**src/rtl/fatlb_pkg.sv**
```systemverilog
// shared types and constants for the fully associative tlb
// no dependencies
`default_nettype none

package fatlb_pkg;

    localparam int AddrW          = 32;
    localparam int OffW           = 12;
    localparam int PageW          = AddrW - OffW;
    localparam int PermW          = 4;
    localparam int ModePermW      = 2;
    localparam int DefaultEntries = 8;

    typedef enum logic [1:0] {
        OP_TRANSLATE  = 2'd0,
        OP_STAGE      = 2'd1,
        OP_WRITE_PHYS = 2'd2,
        OP_INVALIDATE = 2'd3
    } t_opcode;

    // write / flush command into the entry array
    typedef struct packed {
        logic             wr_en;
        logic             inv_en;
        logic [PageW-1:0] wr_page;
        logic [PermW-1:0] wr_perm;
        logic [PageW-1:0] wr_frame;
    } t_cam_cmd;

    // lookup answer from the entry array
    typedef struct packed {
        logic             hit;
        logic [PageW-1:0] frame;
        logic [PermW-1:0] perm;
        logic             any_valid;
    } t_cam_look;

endpackage

`default_nettype wire

```
**src/rtl/fatlb_ifs.sv**
```systemverilog
// valid/ready channel interfaces for tlb requests and responses
// depends on fatlb_pkg
`default_nettype none

interface fatlb_req_if import fatlb_pkg::*; ();
    logic             valid;
    logic             ready;
    logic [1:0]       opcode;
    logic [AddrW-1:0] address;
    logic             user_mode;

    modport source (output valid, output opcode, output address, output user_mode,
                    input ready);
    modport sink   (input valid, input opcode, input address, input user_mode,
                    output ready);
endinterface

interface fatlb_rsp_if import fatlb_pkg::*; ();
    logic                 valid;
    logic                 ready;
    logic                 hit;
    logic [AddrW-1:0]     phys_address;
    logic [ModePermW-1:0] permissions;

    modport source (output valid, output hit, output phys_address, output permissions,
                    input ready);
    modport sink   (input valid, input hit, input phys_address, input permissions,
                    output ready);
endinterface

`default_nettype wire

```
**src/rtl/fatlb_cam.sv**
```systemverilog
// tlb entry array: parallel page compare, lowest-index select, round-robin victim
// depends on fatlb_pkg
`default_nettype none

module fatlb_cam import fatlb_pkg::*; #(
    parameter int ENTRIES = DefaultEntries
) (
    input  wire logic             i_clk,
    input  wire logic             i_rst_n,
    input  wire logic [PageW-1:0] i_page,
    input  wire t_cam_cmd         i_cmd,
    output t_cam_look             o_look
);

    localparam int IdxW = (ENTRIES > 1) ? $clog2(ENTRIES) : 1;

    logic [ENTRIES-1:0] r_valid;
    logic [ENTRIES-1:0] n_valid;
    logic [PageW-1:0]   r_page  [ENTRIES];
    logic [PermW-1:0]   r_perm  [ENTRIES];
    logic [PageW-1:0]   r_frame [ENTRIES];
    logic [IdxW-1:0]    r_victim;
    logic [IdxW-1:0]    n_victim;

    logic [ENTRIES-1:0] match;
    logic [ENTRIES-1:0] first;
    logic [ENTRIES-1:0] vsel;
    logic [ENTRIES-1:0] wsel;
    logic [PageW-1:0]   sel_frame;
    logic [PermW-1:0]   sel_perm;

    always_comb begin
        for (int i = 0; i < ENTRIES; i++) begin
            match[i] = r_valid[i] && (r_page[i] == i_page);
            vsel[i]  = (r_victim == IdxW'(i));
        end
    end

    // isolate lowest set bit
    assign first = match & (~match + ENTRIES'(1));

    always_comb begin
        sel_frame = '0;
        sel_perm  = '0;
        for (int i = 0; i < ENTRIES; i++) begin
            sel_frame = sel_frame | ({PageW{first[i]}} & r_frame[i]);
            sel_perm  = sel_perm  | ({PermW{first[i]}} & r_perm[i]);
        end
    end

    assign wsel = (|match) ? first : vsel;

    always_comb begin
        o_look.hit       = |match;
        o_look.frame     = sel_frame;
        o_look.perm      = sel_perm;
        o_look.any_valid = |r_valid;
    end

    always_comb begin
        n_valid  = r_valid;
        n_victim = r_victim;
        if (i_cmd.inv_en) begin
            n_valid = '0;
        end else if (i_cmd.wr_en) begin
            n_valid  = r_valid | wsel;
            n_victim = (r_victim == IdxW'(ENTRIES - 1)) ? '0 : r_victim + IdxW'(1);
        end
    end

    always_ff @(posedge i_clk) begin
        if (!i_rst_n) begin
            r_valid  <= '0;
            r_victim <= '0;
        end else begin
            r_valid  <= n_valid;
            r_victim <= n_victim;
        end
    end

    always_ff @(posedge i_clk) begin
        for (int i = 0; i < ENTRIES; i++) begin
            if (i_cmd.wr_en && wsel[i]) begin
                r_page[i]  <= i_cmd.wr_page;
                r_perm[i]  <= i_cmd.wr_perm;
                r_frame[i] <= i_cmd.wr_frame;
            end
        end
    end

endmodule

`default_nettype wire

```
**src/rtl/fully_assoc_tlb_round_robin.sv**
```systemverilog
// fully associative tlb with round-robin replacement, top level
// depends on fatlb_pkg, fatlb_ifs, fatlb_cam
//
// usage
//   i_req carries one operation per beat: translate, stage a virtual word,
//   write a physical frame for the staged page, or invalidate all entries
//   o_rsp carries one beat per translate (hit, phys_address, permissions);
//   the other operations produce no response beat
// throughput
//   a translate result is registered into the response register on o_rsp,
//   or into the skid while that register holds an untaken beat; one operation
//   per cycle is accepted while i_req.ready is high, all entries compared in
//   parallel; state updates (stage, write, invalidate) take effect at the
//   accepting edge, so the very next operation already sees them
// stall behavior
//   a response register plus a one-deep skid register sit on o_rsp; while
//   the receiver stalls, one more translate is still taken into the skid,
//   after that i_req.ready drops until the skid drains
// reset
//   i_rst_n (synchronous, active low) clears all valid bits, the victim
//   pointer, the staged virtual word and the valid bits of both response registers
`default_nettype none

module fully_assoc_tlb_round_robin import fatlb_pkg::*; #(
    parameter int ENTRIES = DefaultEntries
) (
    input  wire logic    i_clk,
    input  wire logic    i_rst_n,
    fatlb_req_if.sink    i_req,
    fatlb_rsp_if.source  o_rsp
);

    // staged virtual word: page plus four permission bits
    logic [PageW-1:0] r_stg_page;
    logic [PermW-1:0] r_stg_perm;

    // response register and skid stage
    logic                 r_out_valid;
    logic                 r_out_hit;
    logic [AddrW-1:0]     r_out_phys;
    logic [ModePermW-1:0] r_out_perm;
    logic                 r_skid_valid;
    logic                 r_skid_hit;
    logic [AddrW-1:0]     r_skid_phys;
    logic [ModePermW-1:0] r_skid_perm;

    logic                 push;
    logic                 take;
    logic                 is_xlate;
    logic                 rsp_push;
    logic [PageW-1:0]     look_page;
    t_cam_cmd             cmd;
    t_cam_look            look;
    logic                 res_hit;
    logic [AddrW-1:0]     res_phys;
    logic [ModePermW-1:0] res_perm;

    assign i_req.ready = !r_skid_valid;
    assign push        = i_req.valid && i_req.ready;
    assign take        = r_out_valid && o_rsp.ready;
    assign is_xlate    = (t_opcode'(i_req.opcode) == OP_TRANSLATE);
    assign rsp_push    = push && is_xlate;

    // a write looks up the staged page, everything else the request page
    assign look_page = (t_opcode'(i_req.opcode) == OP_WRITE_PHYS) ? r_stg_page
                                                                   : i_req.address[AddrW-1:OffW];

    always_comb begin
        cmd.wr_en    = push && (t_opcode'(i_req.opcode) == OP_WRITE_PHYS);
        cmd.inv_en   = push && (t_opcode'(i_req.opcode) == OP_INVALIDATE);
        cmd.wr_page  = r_stg_page;
        cmd.wr_perm  = r_stg_perm;
        cmd.wr_frame = i_req.address[AddrW-1:OffW];
    end

    fatlb_cam #(
        .ENTRIES (ENTRIES)
    ) u_cam (
        .i_clk   (i_clk),
        .i_rst_n (i_rst_n),
        .i_page  (look_page),
        .i_cmd   (cmd),
        .o_look  (look)
    );

    // translate result; miss returns all zeros
    always_comb begin
        res_hit  = look.hit;
        res_phys = '0;
        res_perm = '0;
        if (look.hit) begin
            res_phys = {look.frame, i_req.address[OffW-1:0]};
            res_perm = i_req.user_mode ? look.perm[PermW-1:ModePermW]
                                       : look.perm[ModePermW-1:0];
        end
    end

    // staging register, bits 11:4 of the staged word are dropped
    always_ff @(posedge i_clk) begin
        if (!i_rst_n) begin
            r_stg_page <= '0;
            r_stg_perm <= '0;
        end else if (push && (t_opcode'(i_req.opcode) == OP_STAGE)) begin
            r_stg_page <= i_req.address[AddrW-1:OffW];
            r_stg_perm <= i_req.address[PermW-1:0];
        end
    end

    // output register and skid control
    always_ff @(posedge i_clk) begin
        if (!i_rst_n) begin
            r_out_valid  <= 1'b0;
            r_skid_valid <= 1'b0;
        end else if (r_skid_valid) begin
            if (take) begin
                r_skid_valid <= 1'b0;
            end
        end else if (rsp_push) begin
            if (r_out_valid && !take) begin
                r_skid_valid <= 1'b1;
            end else begin
                r_out_valid <= 1'b1;
            end
        end else if (take) begin
            r_out_valid <= 1'b0;
        end
    end

    always_ff @(posedge i_clk) begin
        if (r_skid_valid) begin
            if (take) begin
                r_out_hit  <= r_skid_hit;
                r_out_phys <= r_skid_phys;
                r_out_perm <= r_skid_perm;
            end
        end else if (rsp_push) begin
            if (r_out_valid && !take) begin
                r_skid_hit  <= res_hit;
                r_skid_phys <= res_phys;
                r_skid_perm <= res_perm;
            end else begin
                r_out_hit  <= res_hit;
                r_out_phys <= res_phys;
                r_out_perm <= res_perm;
            end
        end
    end

    assign o_rsp.valid        = r_out_valid;
    assign o_rsp.hit          = r_out_hit;
    assign o_rsp.phys_address = r_out_phys;
    assign o_rsp.permissions  = r_out_perm;

    // skid only ever holds the younger of two waiting beats
    a_skid_behind_out: assert property (@(posedge i_clk) disable iff (!i_rst_n)
        r_skid_valid |-> r_out_valid)
        else $error("skid holds a beat while the response register is empty");

    // a flush leaves no valid entry behind
    a_flush_clears: assert property (@(posedge i_clk) disable iff (!i_rst_n)
        cmd.inv_en |=> !look.any_valid)
        else $error("entries still valid after invalidate");

    // an accepted translate always shows up as a response beat
    a_xlate_responds: assert property (@(posedge i_clk) disable iff (!i_rst_n)
        rsp_push |=> r_out_valid)
        else $error("translate accepted but no response pending");

    // a write always leaves at least one valid entry
    a_write_fills: assert property (@(posedge i_clk) disable iff (!i_rst_n)
        cmd.wr_en |=> look.any_valid)
        else $error("no valid entry after a physical write");

endmodule

`default_nettype wire
```
**src/flat_wrapper.sv**
```systemverilog
// flat-port wrapper written by rule: the top's interface ports become plain ports
module fully_assoc_tlb_round_robin_flat import fatlb_pkg::*;
#(
    parameter int ENTRIES = DefaultEntries
)
  (i_clk, i_rst_n, i_req_valid, i_req_opcode, i_req_address, i_req_user_mode, i_req_ready, o_rsp_valid, o_rsp_hit, o_rsp_phys_address, o_rsp_permissions, o_rsp_ready);
  fatlb_req_if i_req_i ();
  fatlb_rsp_if o_rsp_i ();
  input  wire logic i_clk;
  input  wire logic i_rst_n;
  input wire logic [$bits(i_req_i.valid)-1:0] i_req_valid;
  input wire logic [$bits(i_req_i.opcode)-1:0] i_req_opcode;
  input wire logic [$bits(i_req_i.address)-1:0] i_req_address;
  input wire logic [$bits(i_req_i.user_mode)-1:0] i_req_user_mode;
  output wire logic [$bits(i_req_i.ready)-1:0] i_req_ready;
  output wire logic [$bits(o_rsp_i.valid)-1:0] o_rsp_valid;
  output wire logic [$bits(o_rsp_i.hit)-1:0] o_rsp_hit;
  output wire logic [$bits(o_rsp_i.phys_address)-1:0] o_rsp_phys_address;
  output wire logic [$bits(o_rsp_i.permissions)-1:0] o_rsp_permissions;
  input wire logic [$bits(o_rsp_i.ready)-1:0] o_rsp_ready;
  assign i_req_i.valid = i_req_valid;
  assign i_req_i.opcode = i_req_opcode;
  assign i_req_i.address = i_req_address;
  assign i_req_i.user_mode = i_req_user_mode;
  assign i_req_ready = i_req_i.ready;
  assign o_rsp_valid = o_rsp_i.valid;
  assign o_rsp_hit = o_rsp_i.hit;
  assign o_rsp_phys_address = o_rsp_i.phys_address;
  assign o_rsp_permissions = o_rsp_i.permissions;
  assign o_rsp_i.ready = o_rsp_ready;
  fully_assoc_tlb_round_robin #(.ENTRIES(ENTRIES)) u_core (.i_clk(i_clk), .i_rst_n(i_rst_n), .i_req(i_req_i), .o_rsp(o_rsp_i));
endmodule
```
**config.mk**
```make
export PLATFORM = sky130hd
export DESIGN_NAME = fully_assoc_tlb_round_robin_flat
export DESIGN_NICKNAME = d
export VERILOG_FILES = /design/src/rtl/fatlb_pkg.sv /design/src/rtl/fatlb_ifs.sv /design/src/rtl/fatlb_cam.sv /design/src/rtl/fully_assoc_tlb_round_robin.sv /design/src/flat_wrapper.sv
export SDC_FILE = /design/constraint.sdc
export NUM_CORES = 1
export LEC_CHECK = 0
export BUFFER_PORTS_ARGS = -buffer_cell sky130_fd_sc_hd__buf_2
export CAP_MARGIN = 30
export CORE_AREA = 2 2 198 200
export DETAILED_ROUTE_END_ITERATION = 10
export DIE_AREA = 0 0 200 202
export PLACE_DENSITY = 0.71
export SYNTH_ARGS = -nofsm -noshare
export SYNTH_HDL_FRONTEND = slang
export SYNTH_SLANG_ARGS = --single-unit
```
**constraint.sdc**
```tcl
create_clock -name i_clk -period 10.35 [get_ports i_clk]
set_clock_uncertainty 0.2 [all_clocks]
set_input_delay 0 -clock i_clk [delete_from_list [all_inputs] [get_ports i_clk]]
set_output_delay 0 -clock i_clk [all_outputs]
set_load 0.01 [all_outputs]
```
==> results of run 1 <==
## synthesized netlist by cell type, drive strengths merged, types with 9 or more instances
| library cell | number | share of area [%] |
|---|---|---|
| o21a | 12 | 0.43 |
| inv | 66 | 1.2 |
| o22ai | 21 | 0.66 |
| nor2b | 43 | 1.3 |
| a2111oi | 15 | 0.78 |
| nor3b | 23 | 0.83 |
| a21oi | 85 | 2.0 |
| a31oi | 32 | 0.96 |
| edfxtp | 422 | 61 |
| clkbuf | 60 | 1.1 |
| xnor2 | 66 | 2.8 |
| xor2 | 68 | 2.9 |
| nor2 | 50 | 0.92 |
| nand3 | 62 | 1.5 |
| a211oi | 9 | 0.35 |
| nor3 | 28 | 0.70 |
| nor4 | 14 | 0.48 |
| buf | 39 | 1.2 |
| o2111ai | 29 | 1.9 |
| nand2b | 18 | 0.54 |
| a221oi | 19 | 0.80 |
| dfxtp | 37 | 3.6 |
| a22o | 23 | 0.97 |
| o21ai | 29 | 0.70 |
| nand2 | 125 | 2.3 |
| mux2 | 14 | 0.76 |
| mux2i | 36 | 1.8 |
| nand4 | 11 | 0.33 |
## worst max-delay path, stage by stage
cell and delay [ps]:
dlygate4sd3_1 520, buf_2 230, nand2b_4 420, buf_4 680
mux2i_2 920, xnor2_1 250, nor4_1 100, nand4_1 110
buf_4 420, o2111ai_4 210, nor4_4 300, buf_4 300
nand3_1 190, a21oi_4 800, buf_4 450
## through the flow
| stage | cell area (um2) | power (W) |
|---|---|---|
| 6_report | 24010 | 0.004068 |
| 3_3_place_gp | 21770 | 0.002274 |
| 2_1_floorplan | 20760 | 0.002190 |
| 3_5_place_dp | 21820 | 0.002277 |
| 4_1_cts | 23990 | 0.004072 |
| 5_1_grt | 24010 | 0.004159 |
## area by class of cell
type / count / area (um2)
timing repair buffer: 176 / 1296
inverter: 66 / 247.7
tap: 518 / 648.1
fill: 2907 / 14270
clock inverter: 30 / 349.1
multi-input combinational: 955 / 6753
clock buffer: 60 / 1306
sequential: 459 / 13410
## where the power goes
| part | switching [W] | leakage, nW | total, W | internal, W |
|---|---|---|---|---|
| registers | 0.00000950 | 4.05 | 0.00204 | 0.00203 |
| logic | 0.000150 | 3.27 | 0.000221 | 0.0000709 |
| clock network | 0.000755 | 0.803 | 0.00181 | 0.00105 |
## registers in the layout, indices dropped and copies added, names as in the netlist
| register | count |
|---|---|
| u_core.u_cam.r_victim | 3 |
| u_core.u_cam.r_perm | 32 |
| u_core.o_rsp.valid | 1 |
| u_core.r_skid_valid | 1 |
| u_core.r_stg_page | 20 |
| u_core.o_rsp.phys_address | 32 |
| u_core.r_skid_perm | 2 |
| u_core.u_cam.r_page | 160 |
| u_core.r_stg_perm | 4 |
| u_core.u_cam.r_valid | 8 |
| u_core.o_rsp.permissions | 2 |
| u_core.o_rsp.hit | 1 |
| u_core.r_skid_hit | 1 |
| u_core.r_skid_phys | 32 |
| u_core.u_cam.r_frame | 160 |
## per-layer routing
layer / vias up / part of all wire (%) / global-route usage, %
met2: 947 / 46 / 49.48
met4: 0 / 4.1 / 12.51
met3: 184 / 11 / 6.191
met5: - / 0 / 0
met1: 7197 / 39 / 44.40
li1: 6280 / - / -
## logic make-up after synthesis
kind of cell               synth area share, %
AOI/OAI and AO/OA                        13.03
xor gates and xnor gates                 5.652
adders and majority gates               0.3615
buffers and inverters                    3.513
DFF                                      64.59
muxes                                    2.585
and+or+nand+nor                          10.27
## final timing paths
| path | from | cells past startpoint | endpoint |
|---|---|---|---|
| setup / recovery | i_req_opcode[0] | 15 | u_core.u_cam.r_page[1][44] |
| setup reg to reg | u_core.r_stg_page[10] | 11 | u_core.u_cam.r_page[1][44] |
| hold / removal | i_req_address[11] | 3 | u_core.r_skid_phys[11] |
| hold reg to reg | u_core.u_cam.r_valid[4] | 1 | u_core.u_cam.r_valid[4] |
## repair_timing
action | CTS | global route
hold buffers | 51 | 0
endpoints found under the hold margin | 225 | 0
buffers inserted | 0 | 0
==> results.py, run 1 <==
metrics = {
    "status": {
        "status": "finished clean",
    },
    "synthesis": {
        "yosys_warnings": 0,
        "avgSynthCellArea_um2": 13.15,
        "syn_nets": 1624,
        "async_reset_ff_share_pct": 0,
        "synth_enable_flop_cells": 422,
        "postSynthRegisterBits": 459,
        "yosysSeqAreaShare_pct": 64.59,
        "synthDistinctLibCells": 86,
        "synthesis.area_mm2": 0.02076,
        "synthFlopType": "edfxtp_1",
        "syn_inst": 1579,
    },
    "routing": {
        "ant_nets": 0,
        "routed_via_density": 6.452,
        "drt_iter0_markers": 1940,
        "routed_wl_um": 63030,
        "route.detailed.drc": 0,
        "vias": 14610,
        "routedWlPerCell_um": 27.84,
        "dr.pass1.iters": 7,
    },
    "global_route": {
        "gr-total-overflow": 0,
        "grt_max_degree": 66,
        "grt_pass1_vias": 14280,
        "track_usage_pct": 31.86,
        "grt_antenna_before_repair": 2,
        "grt_pass1_wl_um": 93270,
    },
    "pwr": {
        "p_leak_nw": 8.116,
        "ir_drop_mv": 0.1616,
        "powerDensity_mw_per_mm2": 169.4,
    },
    "clocking": {
        "clkSlewWorstSetupHoldPaths_ps": 60,
        "cts-root-buf": "clkbuf_16",
        "ctsResizeCount": 0,
        "cts_tree": "yes",
        "htree_levels": 2,
        "numClockSinks": 459,
        "cts.path.max_buffers": 3,
        "clock_latency_ps": 610,
        "numCtsBuffers": 48,
    },
    "cells_and_area": {
        "fin_util_pct": 62.72,
        "final_common_cell": "edfxtp_1",
        "stdcell_count": 2264,
        "syn_to_final_growth_pct": 15.64,
        "n_antenna_cell": 0,
        "most-common-layout-cells": "422 x edfxtp_1, 125 x nand2_1, 80 x a21oi_1",
        "finalNetCount": 1751,
        "layout-drive-gt1-share_pct": 16.09,
    },
    "worst_setup_path": {
        "cp-end-kind": "flop",
        "r2r_setup_slack_ps": 5170,
        "critPathMaxFanout": 56,
        "critPathArrivalTime_ps": 6010,
        "critical_path.startpoint_type": "input port",
        "critPathRequiredTime_ps": 10410,
        "critPathKind": "in2reg",
    },
    "timing": {
        "final_hold_viol_count": 0,
        "rsz0062_at_grt": "no",
        "worst_pin_slew_ps": 1006,
        "slew_headroom_pct": 31.19,
        "fmax_mhz": 168.0,
        "hold_ws_ps": 82.66,
        "setup_tns_ps": 0,
        "finalWorstSetupSlack_ps": 4398,
        "fin_crit_sh_pct": 57.50,
        "slew_viol_final": 0,
        "period_minus_slack_ps": 5952,
        "setup_viol": 0,
    },
    "floorplanning": {
        "core_area_mm2": 0.03829,
        "die_y_um": 202,
        "die_area_mm2": 0.04040,
        "rows": 72,
        "die_x_um": 200,
        "start_util_pct": 54.24,
        "ios": 76,
    },
    "job": {
        "maxCapViolations": 0,
    },
    "placed_design": {
        "gp_congestion": 0.9812,
        "dp_cells": 2121,
        "dpl.hpwl_um": 39490,
        "pre_cts_ws_ps": 4535,
        "port-buffer-count": 75,
    },
    "worst_hold_path": {
        "hold_class": "in2reg",
    },
}
Note: power is estimated with default switching activity, not from simulation.
==> run 2: changes to the inputs <==
ABC_AREA = 1   (was not set)
CORE_AREA = 2 2 200 202   (was 2 2 198 200)
DIE_AREA = 0 0 202 204   (was 0 0 200 202)
PLACE_DENSITY = 0.74   (was 0.71)
clock period = 5.2 ns   (was 10.35 ns; I/O delays follow)
==> run 2 against run 1 <==
Total power rose by 100%. Setup slack got worse by 3700 ps. Flip-flop and latch count is the same. Cell area increased by 2.1%. Non-clock buffer count decreased by 2. Via count increased by 13%. Synthesized cell count rose by 42%. Global-route usage rose by 2.4 points. Combinational power grew 150%. Critical path depth rose by 5. Die area is 2.0% higher. Critical path type unchanged. Critical endpoint is now u_core.u_cam.r_page[0][67]. Largest cell class unchanged. Largest power group unchanged.
==> results.py, run 2 <==
metrics = {
    "synthesis": {
        "synthDistinctLibCells": 41,
        "synth_top_area_share_pct": 59.96,
        "async_reset_ff_share_pct": 0,
        "synth_enable_flop_cells": 422,
        "yosys.area_share.simple_pct": 26.00,
        "yosysTopAreaCell": "edfxtp_1",
        "synth_common_cells": "817 x nand2_1, 422 x edfxtp_1, 277 x inv_1, 214 x nor2_1, 111 x nand3_1",
        "syn_inst": 2241,
        "synthesis.area_mm2": 0.02113,
        "yosys_warnings": 0,
        "yosysMostFrequentCell": "nand2_1",
        "synthFlopType": "edfxtp_1",
        "syn_nets": 2286,
        "yosysSeqAreaShare_pct": 63.47,
        "synth_area_leaders": "edfxtp_1 60%, nand2_1 15%, inv_1 4.9%",
        "synth_fa_ha_area_share_pct": 0.3552,
        "avgSynthCellArea_um2": 9.431,
        "synth-compound-area-share_pct": 3.321,
        "synthXorXnorAreaFrac_pct": 0.5387,
        "synth_mux_area_share_pct": 0,
        "postSynthRegisterBits": 459,
        "synth_top_family_by_area": "simple AND/OR/NAND/NOR gates",
    },
    "routing": {
        "vias": 16510,
        "dr.pass1.iters": 5,
        "routedWlPerCell_um": 23.42,
        "routed_via_density": 5.541,
        "drt_iter0_markers": 1759,
        "ant_nets": 0,
        "routed_wl_um": 69800,
        "route.detailed.drc": 0,
    },
    "timing": {
        "finalWorstSetupSlack_ps": 736.0,
        "setup_tns_ps": 0,
        "setup_viol": 0,
        "rsz0062_at_grt": "no",
        "final_hold_viol_count": 0,
        "period_minus_slack_ps": 4464,
        "worst_pin_slew_ps": 928.7,
        "slew_viol_final": 0,
        "slew_headroom_pct": 38.09,
        "fmax_mhz": 224.0,
        "fin_crit_sh_pct": 85.85,
    },
    "cells_and_area": {
        "finalNetCount": 2464,
        "syn_to_final_growth_pct": 16.06,
        "n_antenna_cell": 0,
        "num-fill-cells": 3135,
        "fin_util_pct": 62.60,
        "layout-drive-gt1-share_pct": 11.57,
        "multi_input_area_mm2": 0.006422,
        "post-route-cell-area_mm2": 0.02453,
        "register_area_mm2": 0.01341,
        "reg.largest.list": "u_core.u_cam.r_frame (160), u_core.u_cam.r_page (160)",
        "final_common_cell": "nand2_1",
        "most-common-layout-cells": "817 x nand2_1, 422 x edfxtp_1, 272 x inv_1",
    },
    "floorplanning": {
        "start_util_pct": 53.94,
        "die_x_um": 202,
        "rows": 73,
        "core_area_mm2": 0.03918,
        "ios": 76,
        "die_y_um": 204,
        "die_area_mm2": 0.04121,
    },
    "placed_design": {
        "gp_congestion": 1.052,
        "post_dp_cell_area_mm2": 0.02242,
        "port-buffer-count": 75,
        "dpl.hpwl_um": 50040,
        "pre_cts_ws_ps": 885.0,
    },
    "global_route": {
        "grt_pass1_wl_um": 101200,
        "gr-total-overflow": 0,
        "grt_antenna_before_repair": 0,
        "grt_max_degree": 39,
        "grt_pass1_vias": 15910,
        "track_usage_pct": 34.28,
    },
    "clocking": {
        "clkSlewWorstSetupHoldPaths_ps": 60,
        "numCtsBuffers": 48,
        "numClockSinks": 459,
        "clock_latency_ps": 600,
        "postCtsHoldBufs": 49,
        "ctsResizeCount": 0,
        "htree_levels": 2,
        "cts.path.max_buffers": 3,
        "post_cts_buffers": 0,
        "cts-root-buf": "clkbuf_16",
        "cts_tree": "yes",
    },
    "worst_setup_path": {
        "critPathRequiredTime_ps": 5320,
        "critPathKind": "in2reg",
        "critPathArrivalTime_ps": 4580,
        "critical_path.startpoint_type": "input port",
        "cp-end-kind": "flop",
        "critPathMaxFanout": 32,
    },
    "status": {
        "status": "finished clean",
    },
    "worst_hold_path": {
        "hold_class": "in2reg",
    },
    "pwr": {
        "p_leak_nw": 10.82,
        "powerDensity_mw_per_mm2": 334.7,
        "power_w": 0.008210,
        "ir_drop_mv": 0.2291,
    },
    "job": {
        "maxCapViolations": 0,
    },
}
run 2: changes by cell type in the layout (fill, tap and decap cells not counted), moves of 25 or more:
cell	previous run	this run
nand2_2	0	25
nor2b_1	42	1
nand4_1	11	57
inv_1	65	272
mux2i_1	31	0
nor2_1	45	214
a31oi_1	31	0
nand3_1	62	111
xor2_1	68	9
xnor2_1	66	4
nand2_1	125	817
run 2: final timing paths:
path,from,to,slack (ps),depth (start not counted)
max,i_req_opcode[0],u_core.u_cam.r_page[0][67],740,20
min,i_req_address[25],u_core.u_cam.r_frame[0][13],80,2
min reg2reg,u_core.u_cam.r_valid[1],u_core.u_cam.r_valid[1],300,2
max reg2reg,u_core.r_stg_page[6],u_core.u_cam.r_page[0][67],1000,17
run 2: report_power, final:
part | switching (W) | internal, W
sequential | 0.0000387 | 0.00405
combinational | 0.000394 | 0.000149
clock | 0.00147 | 0.00210
total | 0.00191 | 0.00630
run 2: per-layer routing:
layer	GRT usage (%)	vias to the layer above	wire [um]
met5	0	-	0
met4	14.34	0	3086
met3	4.337	139	5009
met2	59.47	770	34820
met1	43.68	7945	26880
li1	-	7657	-
run 2: kinds of logic (layout without fill, tap and decap cells):
logic type | count (synthesis) | in the layout
buffers and inverters | 334 | 548
adder cells (fa/ha/maj) | 6 | 6
AND/OR/NAND/NOR | 1302 | 1302
XOR/XNOR | 13 | 13
flip-flops | 459 | 459
AO/OA/AOI/OAI | 127 | 127
run 2: final cells by class:
class / count / area share, %
flip-flops and latches: 459 / 54.68
multi-input cells: 1448 / 26.18
repair buffers: 174 / 5.448
clock buffers: 57 / 5.198
inverters: 288 / 4.412
well taps: 525 / 2.678
clock inverters: 29 / 1.398
run 2: worst max-delay path, stage by stage:
cell           delay (ps)
dlygate4sd3_1         540
buf_2                 170
inv_2                 340
nand2_2               250
buf_12                240
nand2_1               210
nand2_2               200
nand2_1               240
nand2_1                80
a21oi_1               130
nand2_1               120
nor2_1                250
nand2_1               180
nor2_1                340
nor2_4                100
nand2_2               160
inv_1                 150
o21ai_0               460
inv_2                 120
buf_4                 250
run 2: stage by stage:
stage	hold WS, ps	std cells
floorplan	-101.1	2241
global placement	61.64	2843
detailed placement	72.41	2845
CTS	44.97	2980
global route	67.52	2980
finish	79.38	2980
==> run 3: changes to the inputs <==
CORE_AREA = 2 2 142 283   (was 2 2 200 202)
DIE_AREA = 0 0 144 285   (was 0 0 202 204)
==> run 3 against run 2 <==
Setup slack better by 240 ps. Core utilization fell by 0.42 points. Non-clock buffer count fell by 9. Cell area is 1.0% lower. Flip-flop and latch count unchanged. Global-route usage increased by 0.34 points. Critical path depth rose by 1. Register-to-register slack better by 40 ps. Cell count decreased by 0.70%. Fmax rose by 5.7%. Combinational power down 1%. Total power fell by 5.2%. Largest cell class unchanged. Highest routed layer unchanged.
==> results.py, run 3 (synthesis gave the netlist of run 2 again) <==
metrics = {
    "placed_design": {
        "dpl.hpwl_um": 51250,
        "port-buffer-count": 75,
        "gp_congestion": 1.079,
        "dp_cells": 2842,
    },
    "timing": {
        "worst_pin_slew_ps": 926.2,
        "slew_viol_final": 0,
        "rsz0062_at_grt": "no",
        "period_minus_slack_ps": 4223,
        "setup_tns_ps": 0,
        "slew_headroom_pct": 38.26,
        "fmax_mhz": 236.8,
        "setup_viol": 0,
        "final_hold_viol_count": 0,
        "fin_crit_sh_pct": 81.20,
    },
    "cells_and_area": {
        "n_antenna_cell": 0,
        "finalNetCount": 2447,
        "syn_to_final_growth_pct": 14.88,
        "stdcell_count": 2959,
        "most-common-layout-cells": "817 x nand2_1, 422 x edfxtp_1, 272 x inv_1",
        "reg.largest.list": "u_core.u_cam.r_frame (160), u_core.u_cam.r_page (160)",
        "layout-drive-gt1-share_pct": 11.22,
        "final_common_cell": "nand2_1",
    },
    "job": {
        "maxCapViolations": 0,
    },
    "floorplanning": {
        "start_util_pct": 54.12,
        "ios": 76,
        "die_x_um": 144,
        "die_area_mm2": 0.04104,
        "rows": 103,
        "die_y_um": 285,
        "core_area_mm2": 0.03905,
    },
    "worst_hold_path": {
        "hold_class": "in2reg",
    },
    "worst_setup_path": {
        "critPathKind": "in2reg",
        "cp-end-kind": "flop",
        "timing.critical_path.buf_inv": 6,
        "crit_path_cell_trace": "dlygate4sd3_1 -> buf_2 -> nand2_2 -> buf_4 -> nand2_1 -> nand2_2 -> inv_2 -> nand2_1 -> nand2_1 -> nor2_1 -> nand2_1 -> nor2_1 -> nand3_2 -> nand3_2 -> nor2_4 -> nand2_2 -> nor2_1 -> nor2_1 -> o21ai_0 -> inv_2 -> buf_4",
        "slowest_delay_ps": 520,
        "slowest_stage": "dlygate4sd3_1",
        "critPathMaxFanout": 31,
        "critPathRequiredTime_ps": 5230,
        "critPathTopFamily": "simple AND/OR/NAND/NOR gates",
        "critPathArrivalTime_ps": 4250,
        "critical_path.startpoint_type": "input port",
    },
    "pwr": {
        "switchingPower_w": 0.001847,
        "switching_share_pct": 23.74,
        "p_leak_nw": 10.66,
        "powerDensity_mw_per_mm2": 320.4,
        "seqPwrFrac_pct": 52.6,
        "intPower_w": 0.005932,
        "ir_drop_mv": 0.3442,
        "clock_power_share_pct": 40.5,
        "combPwrFrac_pct": 6.9,
    },
    "routing": {
        "routedWlPerCell_um": 23.69,
        "vias": 16300,
        "routed_via_density": 5.510,
        "dr.pass1.iters": 5,
        "route.detailed.drc": 0,
        "ant_nets": 0,
        "drt_iter0_markers": 1802,
        "routed_wl_um": 70090,
    },
    "clocking": {
        "cts_tree": "yes",
        "cts-root-buf": "clkbuf_16",
        "numCtsBuffers": 40,
        "htree_levels": 2,
        "clock_latency_ps": 580,
        "ctsResizeCount": 0,
        "clkSlewWorstSetupHoldPaths_ps": 70,
        "numClockSinks": 459,
        "cts.path.max_buffers": 3,
    },
    "global_route": {
        "track_usage_pct": 34.62,
        "grt_max_degree": 45,
        "grt_antenna_before_repair": 1,
        "gr-total-overflow": 0,
        "grt_pass1_vias": 15760,
        "grt_pass1_wl_um": 101400,
    },
    "status": {
        "status": "finished clean",
    },
}
==> run 3: cell count changes in the layout (fill, tap and decap cells not counted), sizes merged <==
cell | previous run | this run
buf | 125 | 122
bufinv | 7 | 4
clkbuf | 57 | 53
clkinv | 17 | 12
dlygate4sd3 | 49 | 43
==> run 3: power by group through the flow <==
stage                     combinational [W]  clock [W]  sequential [W]
after global placement             0.000502          0         0.00417
final                              0.000537    0.00315         0.00409
after CTS                          0.000527    0.00316         0.00409
after global routing               0.000575    0.00329         0.00410
after floorplan                    0.000271          0         0.00416
after detailed placement           0.000500          0         0.00417
==> run 3: area by class of cell <==
class / count / area [um2]
Clock buffer: 53 / 1110
Clock inverter: 21 / 285.3
Fill cell: 3207 / 14770
Inverter: 288 / 1082
Multi-Input combinational cell: 1448 / 6422
Sequential cell: 459 / 13410
Tap cell: 525 / 656.9
Timing Repair Buffer: 165 / 1309
==> run 3: stage by stage <==
step | util, % | cell area, um2 | hold slack (ps) | setup slack, ps | total power (W)
final | 62.17 | 24280 | 96.25 | 977.4 | 0.007779
after global routing | 62.17 | 24280 | 130.1 | 776.3 | 0.007963
after CTS | 62.17 | 24280 | 87.52 | 1102 | 0.007782
after detailed placement | 57.50 | 22450 | 81.00 | 1044 | 0.004672
after global placement | 57.50 | 22450 | 82.31 | 1054 | 0.004673
after floorplan | - | 21130 | -101.1 | 561.3 | 0.004430
==> run 3: timing repair <==
action	in CTS	in global routing
setup buffers	0	0
endpoints found under the setup margin	0	0
hold buffers	43	0
endpoints found under the hold margin	258	0
==> run 3: worst reg2reg max path, delay by kind of cell, from the launching register on <==
family                 cells  cell delay (ps)
AND/OR/NAND/NOR           13             2290
AO/OA/AOI/OAI              1              160
buffers and inverters      3              600
flip-flops                 1              550
==> run 3: worst paths after layout <==
| kind | start | to | slack, ps | cells after the start |
|---|---|---|---|---|
| worst min register to register | u_core.o_rsp.valid | u_core.o_rsp.valid | 310 | 2 |
| worst min-delay path | i_req_address[25] | u_core.u_cam.r_frame[0][13] | 100 | 2 |
| worst max-delay path | i_req_opcode[1] | u_core.u_cam.r_page[0][73] | 980 | 21 |
| worst max register to register | u_core.r_stg_page[11] | u_core.u_cam.r_page[0][73] | 1040 | 17 |
==> run 3: layer usage <==
metal	vias to the layer above	GRT usage, %	wire length, um
li1	7632	-	-
met1	7717	42.99	25900
met2	764	58.25	34830
met3	190	3.526	4417
met4	0	20.32	4950
met5	-	0	0
